==> config.mk <==
export PLATFORM = sky130hd
export DESIGN_NAME = jlvr_div
export DESIGN_NICKNAME = d
export VERILOG_FILES = /design/src/rtl/jlvr_pkg.sv /design/src/rtl/jlvr_div.sv
export SDC_FILE = /design/constraint.sdc
export NUM_CORES = 1
export LEC_CHECK = 0
export BUFFER_PORTS_ARGS = -buffer_cell sky130_fd_sc_hd__buf_2
export CAP_MARGIN = 25
export CORE_ASPECT_RATIO = 0.5
export CORE_MARGIN = 3
export CORE_UTILIZATION = 57
export CTS_BUF_LIST = sky130_fd_sc_hd__clkbuf_8
export DETAILED_ROUTE_END_ITERATION = 7
export PLACE_DENSITY = 0.83
export SLEW_MARGIN = 20
export SYNTH_ARGS = -nofsm -noshare
export SYNTH_HDL_FRONTEND = slang
export SYNTH_SLANG_ARGS = --single-unit
==> constraint.sdc <==
create_clock -name aclk -period 3.52 [get_ports aclk]
set_input_delay 0.352 -clock aclk [delete_from_list [all_inputs] [get_ports aclk]]
set_output_delay 0.352 -clock aclk [all_outputs]
set_load 0.01 [all_outputs]
==> src/rtl/jlvr_pkg.sv <==
// Shared types, constants and helper functions for the jerk-limited velocity ramp.
package jlvr_pkg;

    // Field widths
    localparam int LIM_W     = 31;
    localparam int RATE_W    = 32;
    localparam int POS_W     = 48;
    localparam int STEP_W    = 18;

    // Working widths inside the datapath
    localparam int WIDE_W    = RATE_W + 2;
    localparam int PSUM_W    = POS_W + 1;
    localparam int PROD_W    = 2 * LIM_W;
    localparam int TERM_W    = 30;
    localparam int BRK_W     = 64;
    localparam int CMP_W     = BRK_W + 1;
    localparam int DIV_N_W   = 2 * LIM_W + 1;
    localparam int DIV_D_W   = LIM_W + 1;

    // Time step in units of 2^-20 s
    localparam int                DT_SHIFT = 20;
    localparam logic [STEP_W-1:0] DT_MIN   = 18'd105;
    localparam logic [STEP_W-1:0] DT_MAX   = 18'd209715;

    // Limit registers and their reset values
    localparam int               CFG_IDX_W = 2;
    localparam logic [CFG_IDX_W-1:0] REG_VLIM = 2'd0;
    localparam logic [CFG_IDX_W-1:0] REG_ALIM = 2'd1;
    localparam logic [CFG_IDX_W-1:0] REG_JLIM = 2'd2;
    localparam logic [LIM_W-1:0] VLIM_RST  = 31'd6553600;
    localparam logic [LIM_W-1:0] ALIM_RST  = 31'd13107200;
    localparam logic [LIM_W-1:0] JLIM_RST  = 31'd65536000;

    typedef struct packed {
        logic signed [RATE_W-1:0] target_rate;
        logic        [STEP_W-1:0] step_time;
    } jlvr_in_t;

    typedef struct packed {
        logic signed [POS_W-1:0]  new_position;
        logic signed [RATE_W-1:0] new_velocity;
        logic signed [RATE_W-1:0] new_accel;
        logic signed [RATE_W-1:0] new_jerk;
    } jlvr_out_t;

    typedef enum logic [3:0] {
        ST_IDLE,
        ST_SETUP,
        ST_CHECK,
        ST_DIV_GO,
        ST_DIV_WAIT,
        ST_PICK,
        ST_ACC,
        ST_AMUL,
        ST_VSUM,
        ST_SNAP,
        ST_PMUL,
        ST_POS,
        ST_OUT
    } jlvr_state_t;

    // Clamp a sign-extended value to the symmetric range given by a limit.
    function automatic logic signed [RATE_W-1:0] clamp_lim(
        input logic signed [WIDE_W-1:0] x,
        input logic        [LIM_W-1:0]  lim
    );
        logic signed [WIDE_W-1:0] hi;
        logic signed [WIDE_W-1:0] lo;
        logic signed [WIDE_W-1:0] r;
        hi = signed'(WIDE_W'(lim));
        lo = -hi;
        if (x > hi) begin
            r = hi;
        end else if (x < lo) begin
            r = lo;
        end else begin
            r = x;
        end
        return r[RATE_W-1:0];
    endfunction

    // Magnitude of a value that is known to lie within a limit's range.
    function automatic logic [LIM_W-1:0] mag_lim(input logic signed [RATE_W-1:0] x);
        logic signed [RATE_W-1:0] n;
        n = -x;
        return x[RATE_W-1] ? n[LIM_W-1:0] : x[LIM_W-1:0];
    endfunction

    // Scale a product by 2^-20, rounding half up on the magnitude.
    function automatic logic [TERM_W-1:0] dt_round(input logic [PROD_W-1:0] p);
        logic [PROD_W:0] s;
        s = {1'b0, p} + ((PROD_W + 1)'(1) << (DT_SHIFT - 1));
        return s[DT_SHIFT +: TERM_W];
    endfunction

endpackage

==> src/rtl/jlvr_div.sv <==
// Restoring divider that produces one quotient bit per cycle.
module jlvr_div import jlvr_pkg::*; (
    input  logic               aclk,
    input  logic               aresetn,
    input  logic               start,
    input  logic [DIV_N_W-1:0] dividend,
    input  logic [DIV_D_W-1:0] divisor,
    output logic               done,
    output logic [DIV_N_W-1:0] quotient
);

    localparam int CNT_W = $clog2(DIV_N_W + 1);

    logic               busy_reg, busy_next;
    logic               done_reg, done_next;
    logic [CNT_W-1:0]   cnt_reg, cnt_next;
    logic [DIV_D_W-1:0] rem_reg, rem_next;
    logic [DIV_D_W-1:0] dvs_reg, dvs_next;
    logic [DIV_N_W-1:0] quo_reg, quo_next;
    logic [DIV_D_W:0]   trial;
    logic [DIV_D_W+1:0] diff;

    always_comb begin
        trial     = {rem_reg, quo_reg[DIV_N_W-1]};
        diff      = {1'b0, trial} - {2'b00, dvs_reg};
        busy_next = busy_reg;
        done_next = 1'b0;
        cnt_next  = cnt_reg;
        rem_next  = rem_reg;
        dvs_next  = dvs_reg;
        quo_next  = quo_reg;
        if (start) begin
            busy_next = 1'b1;
            cnt_next  = CNT_W'(DIV_N_W);
            rem_next  = '0;
            dvs_next  = divisor;
            quo_next  = dividend;
        end else if (busy_reg) begin
            // The remainder stays below the divisor, so a successful
            // subtraction always fits back into the remainder register.
            if (!diff[DIV_D_W+1]) begin
                rem_next = diff[DIV_D_W-1:0];
                quo_next = {quo_reg[DIV_N_W-2:0], 1'b1};
            end else begin
                rem_next = trial[DIV_D_W-1:0];
                quo_next = {quo_reg[DIV_N_W-2:0], 1'b0};
            end
            cnt_next = cnt_reg - CNT_W'(1);
            if (cnt_reg == CNT_W'(1)) begin
                busy_next = 1'b0;
                done_next = 1'b1;
            end
        end
    end

    always_ff @(posedge aclk) begin
        if (!aresetn) begin
            busy_reg <= 1'b0;
            done_reg <= 1'b0;
            cnt_reg  <= '0;
        end else begin
            busy_reg <= busy_next;
            done_reg <= done_next;
            cnt_reg  <= cnt_next;
        end
    end

    always_ff @(posedge aclk) begin
        rem_reg <= rem_next;
        dvs_reg <= dvs_next;
        quo_reg <= quo_next;
    end

    assign done     = done_reg;
    assign quotient = quo_reg;

    a_start_busy: assert property (@(posedge aclk) disable iff (!aresetn)
        start |=> busy_reg && cnt_reg == CNT_W'(DIV_N_W))
        else $error("divider did not start");

    a_done_idle: assert property (@(posedge aclk) disable iff (!aresetn)
        done_reg |-> !busy_reg)
        else $error("divider flagged done while still busy");

    a_busy_count: assert property (@(posedge aclk) disable iff (!aresetn)
        busy_reg |-> cnt_reg != '0)
        else $error("divider busy with an empty bit count");

endmodule

# Word level (Yosys, flattened, before mapping)
# Index checks and enable logic that the tools add are counted.
classes:
  bitwise_logic: 2
  mul: 0
  magnitude_cmp: 0
  n_reduce_logical: 2
  add_sub_neg: 2
  n_eq_ne: 1
  muxes: 10
  n_shift: 0
  div: 0
op_table:
  columns: ["op", "n"]
  rows:
  - ["$mux W63", 2]
  - ["$sub A33 B32 Y34", 1]
  - ["$mux W32", 1]
  - ["$mux W6", 2]
  - ["$eq A6 B1 Y1 const B", 1]
  - ["$sub A6 B1 Y6 const B", 1]
  - ["$mux W1", 5]
  - ["$reduce_or A3 Y1", 1]
  - ["$not A1 Y1", 2]
  - ["$reduce_bool A2 Y1", 1]
totals:
  inputBits: 98
  ram_bits: 0
  word_cells: 23
  out_inout_bits: 64
  ff_bits: 135
  mem_count: 0
  mem_bits_ro: 0
  latchBits: 0

# Longest topological paths before layout
logic_depth:
  word_depth: 4
  mapped_depth: 12
  mapped_depth_nobuf: 12

# Worst setup path before layout
# OpenSTA, ideal clock, no wires.
synth_timing:
  path_kind: "reg-to-reg"
  from: "register quo_reg[62], in the netlist quotient[62]"
  to: "register rem_reg[28]"
  t_required_ns: 3.390
  setup_slack_ns: 0.542
  arrival_ns: 2.848
  stages_incl_launch_ff: 13
  period_less_slack_ns: 2.978
  setup_time_ns: 0.130
  path_buffers: 0
  path_cell_list: "edfxtp_1 > inv_1 > ha_1 > inv_1 > fa_1 > a21o_1 > a221o_1 > a2111oi_2 > nor2_1 > a221o_1 > and4b_1 > nor3_1 > o22ai_1"
synth_via:
  elab_chain_cells: 2
synth_lines:
  columns: ["element", "line", "rtl"]
  rows:
  - ["from (decl)", "jlvr_div.sv:19", "logic [DIV_N_W-1:0] quo_reg, quo_next;"]
  - ["from (signal assigned)", "jlvr_div.sv:71", "quo_reg <= quo_next;"]
  - ["$sub A33 B32 Y34", "jlvr_div.sv:25", "diff = {1'b0, trial} - {2'b00, dvs_reg};"]
  - ["$mux W32", "jlvr_div.sv:41", "if (!diff[DIV_D_W+1]) begin"]
  - ["to (signal assigned)", "jlvr_div.sv:69", "rem_reg <= rem_next;"]
  - ["to (decl)", "jlvr_div.sv:17", "logic [DIV_D_W-1:0] rem_reg, rem_next;"]
# No other way between the ends.
# A chain may end at the register's enable or synchronous reset.

# Worst setup path in the final report
# Ends and elaborated chain as after synthesis.

==> impl_results.md <==
* Initial core utilization at 59.92%
* Area Growth Syn to Fin at 18.52%
* Hold Buf Count CTS at 0
* Critical Path End Type: flip-flop
* CTS Buffer Depth at 2
* Commonest non-fill, non-tap cell in the layout: buf_2
* Comb power frac at 19.1%
* Ys Warns at 0
* Layout cells sized above 1 at 34.38%
* Drt wl/cell at 16.95 um
* Ranking of synthesized cells by area: edfxtp_1 (39%), dfxtp_1 (11%), mux2_2 (9.7%)
* Slew Viols, Final at 0
* TritonCTS clock tree: done
* Die boundary width at 165.9 um
* RSZ-0062 raised after global routing: false
* Grt met1 use at 29.06%
* Critical setup path kind: flip-flop to flip-flop
* Clk pin slew, worst setup/hold paths at 0.09 ns
* Initial DRC Count at 401
* Max FO, Critical Path at 3
* Post-synth top area cell: edfxtp_1
* Crit start category: flip-flop
* Routability cong. at 0.9117
* Post-DP Area at 8218 sq um
* Yosys reg bits at 135
* Endpoints failing hold at 0
* Commonest non-fill, non-tap cells in the layout: buf_2 (160), edfxtp_1 (95), mux2_2 (63)
* Pwr/cell area at 476.1 nW/um^2
* Syn nets at 789
* Cell Area, Synth at 7284 sq um
* M2 GR Usage at 40.96%
* Number of post-CTS setup repair buffers at 0
* CTS resizes at 0
* Htree depth at 4
* Syn Area/Cell at 11.10 sq um
* Number of buffers created by CTS at 17
* Status: completed
* Number of synthesized flops with an enable pin at 95
* IO Port Bufs at 161
* Setup TNS at 0 ns
* Crit path required time at 3.85 ns
* F_max at 0.3074 GHz
* Max cap viols at 0
* DRC Markers at 0
* Via density at 5.642
* Asr flop ratio synth at 0%
* Final setup viols at 0
* Grt met3 use at 8.149%
* Psw at 0.001235 W
* Post-synth top flop: edfxtp_1
* Switching power share of the total at 30.05%
* Period utilisation layout at 92.43%
* Num rows at 28
* Flop pwr share at 47.1%
* Final Instance Area at 8633 sq um
* # clock sinks at 135
* First-pass GRT wire length at 27390 um
* Worst Skew at 0.01419 ns
* Root buffer cell: clkbuf_8
* Clock power frac at 33.7%
* Reg-to-reg setup timing slack at 0.27 ns
* Gr usage total at 23.89%
* Grt peak-use layer: met2
* GRT overflow at 0
* DRT Pass-1 Iters at 5
* IO Count at 162
* Slew @ Worst Pin at 0.8253 ns
* # nets final at 946
* Worst skew pair latency at 0.46 ns
* Rel. slew slack at 44.98%
* Top-area cell type share of the netlist area at 39.16%
* Sequential area share after synthesis at 50.15%
* Syn Inst Count at 656
* P_leak at 3.644 nW
* Hold WC Path Type: input port to flip-flop
* Number of global-route vias before repair at 5570
* Largest register FFs at 63
* Initial antenna violation count at 0
* CORE AREA at 12160 sq um
* Largest net degree at the start of global routing at 64
* Die H at 85.94 um
* Peak VDD IR at 0.2473 mV
* Post-synth cell types at 65
* Arr. time, crit path at 3.58 ns
* Dpl hpwl at 11760 um
* DRT Wirelength at 16810 um
* Final ANT Viol Nets at 0
* Cell Int Power at 0.002875 W
* Vias at 5597
* Post-layout minimum cycle time at 3.254 ns
* Die ar. at 14250 sq um
-- critical path, stage by stage, from the launching register on --
cell,delay [ns]
edfxtp_1,0.42
inv_1,0.08
ha_1,0.16
inv_1,0.06
fa_1,0.40
a21o_1,0.23
a221o_1,0.34
a2111oi_2,0.38
nor2_1,0.17
a221o_1,0.42
and4b_1,0.20
nor3_1,0.17
o22ai_1,0.11
-- kinds of logic after synthesis --
| family | synth area share (%) |
|---|---|
| adder cells (fa/ha/maj) | 6.115 |
| multiplexers | 10.01 |
| AND/OR/NAND/NOR | 10.68 |
| XOR/XNOR | 3.607 |
| flip-flops | 50.15 |
| AO/OA/AOI/OAI | 15.08 |
| buffers and inverters | 4.346 |
-- metrics by stage --
step                worst slack (ns)  std cells  total power, W  hold slack (ns)  utilization [%]
floorplan                     0.5417        656        0.002494           0.4509                -
global placement              0.4429        959        0.002718           0.4794            67.60
detailed placement            0.3042        959        0.002748           0.4880            67.60
CTS                           0.2869        991        0.004117          0.05904            71.00
global route                 0.05781        991        0.004310          0.03495            71.00
finish                        0.2665        992        0.004110          0.06785            71.02
-- layer usage --
layer	wire [um]	vias to the layer above	share of wire, %
li1	-	2738	-
met1	7128	2651	42
met2	8273	185	49
met3	1131	23	6.7
met4	280	0	1.7
met5	0	-	0
-- cells in the mapped netlist (3+ instances only) --
library cell	instances
a211oi_1	4
a21boi_0	7
a21o_1	12
a21oi_1	33
a221o_1	3
a311oi_1	11
a311oi_2	5
a31o_2	4
a31oi_1	8
and3_1	3
buf_2	4
buf_6	4
clkbuf_1	22
dfxtp_1	40
edfxtp_1	95
ha_1	34
inv_1	44
mux2_2	63
nand2_1	62
nand2b_1	6
nand3_1	9
nand4_1	9
nor2_1	49
nor2b_1	7
nor3_1	6
o21a_1	4
o21ai_0	20
o21bai_1	3
o22ai_1	4
o311ai_0	4
or2_2	3
xnor2_1	22
xor2_1	8
-- layout make-up --
| type | instances | area (sq um) |
|---|---|---|
| Tap cell | 165 | 206.4 |
| Fill cell | 892 | 3523 |
| Antenna cell | 1 | 2.502 |
| Clock buffer | 17 | 234.0 |
| Inverter | 45 | 168.9 |
| Clock inverter | 15 | 178.9 |
| Timing Repair Buffer | 168 | 873.3 |
| Sequential cell | 135 | 3655 |
| Multi-Input combinational cell | 446 | 3314 |
-- final timing paths --
| check | start | end | depth (start not counted) |
|---|---|---|---|
| hold / removal | divisor[23] | dvs_reg[23]$_DFFE_PP_ | 1 |
| setup / recovery | quotient[62]$_DFFE_PP_ | rem_reg[28]$_SDFFE_PP0P_ | 12 |
| setup reg to reg | quotient[62]$_DFFE_PP_ | rem_reg[28]$_SDFFE_PP0P_ | 12 |
| hold reg to reg | rem_reg[4]$_SDFFE_PP0P_ | rem_reg[5]$_SDFFE_PP0P_ | 2 |
-- power groups by stage --
| stage | Sequential, W | Clock (W) | Combinational, W |
|---|---|---|---|
| detailed placement | 0.00197 | 0 | 0.000777 |
| global route | 0.00196 | 0.00149 | 0.000867 |
| CTS | 0.00194 | 0.00139 | 0.000785 |
| floorplan | 0.00200 | 0 | 0.000497 |
| global placement | 0.00197 | 0 | 0.000753 |
| finish | 0.00194 | 0.00139 | 0.000787 |
(Power assumes the default switching activity.)
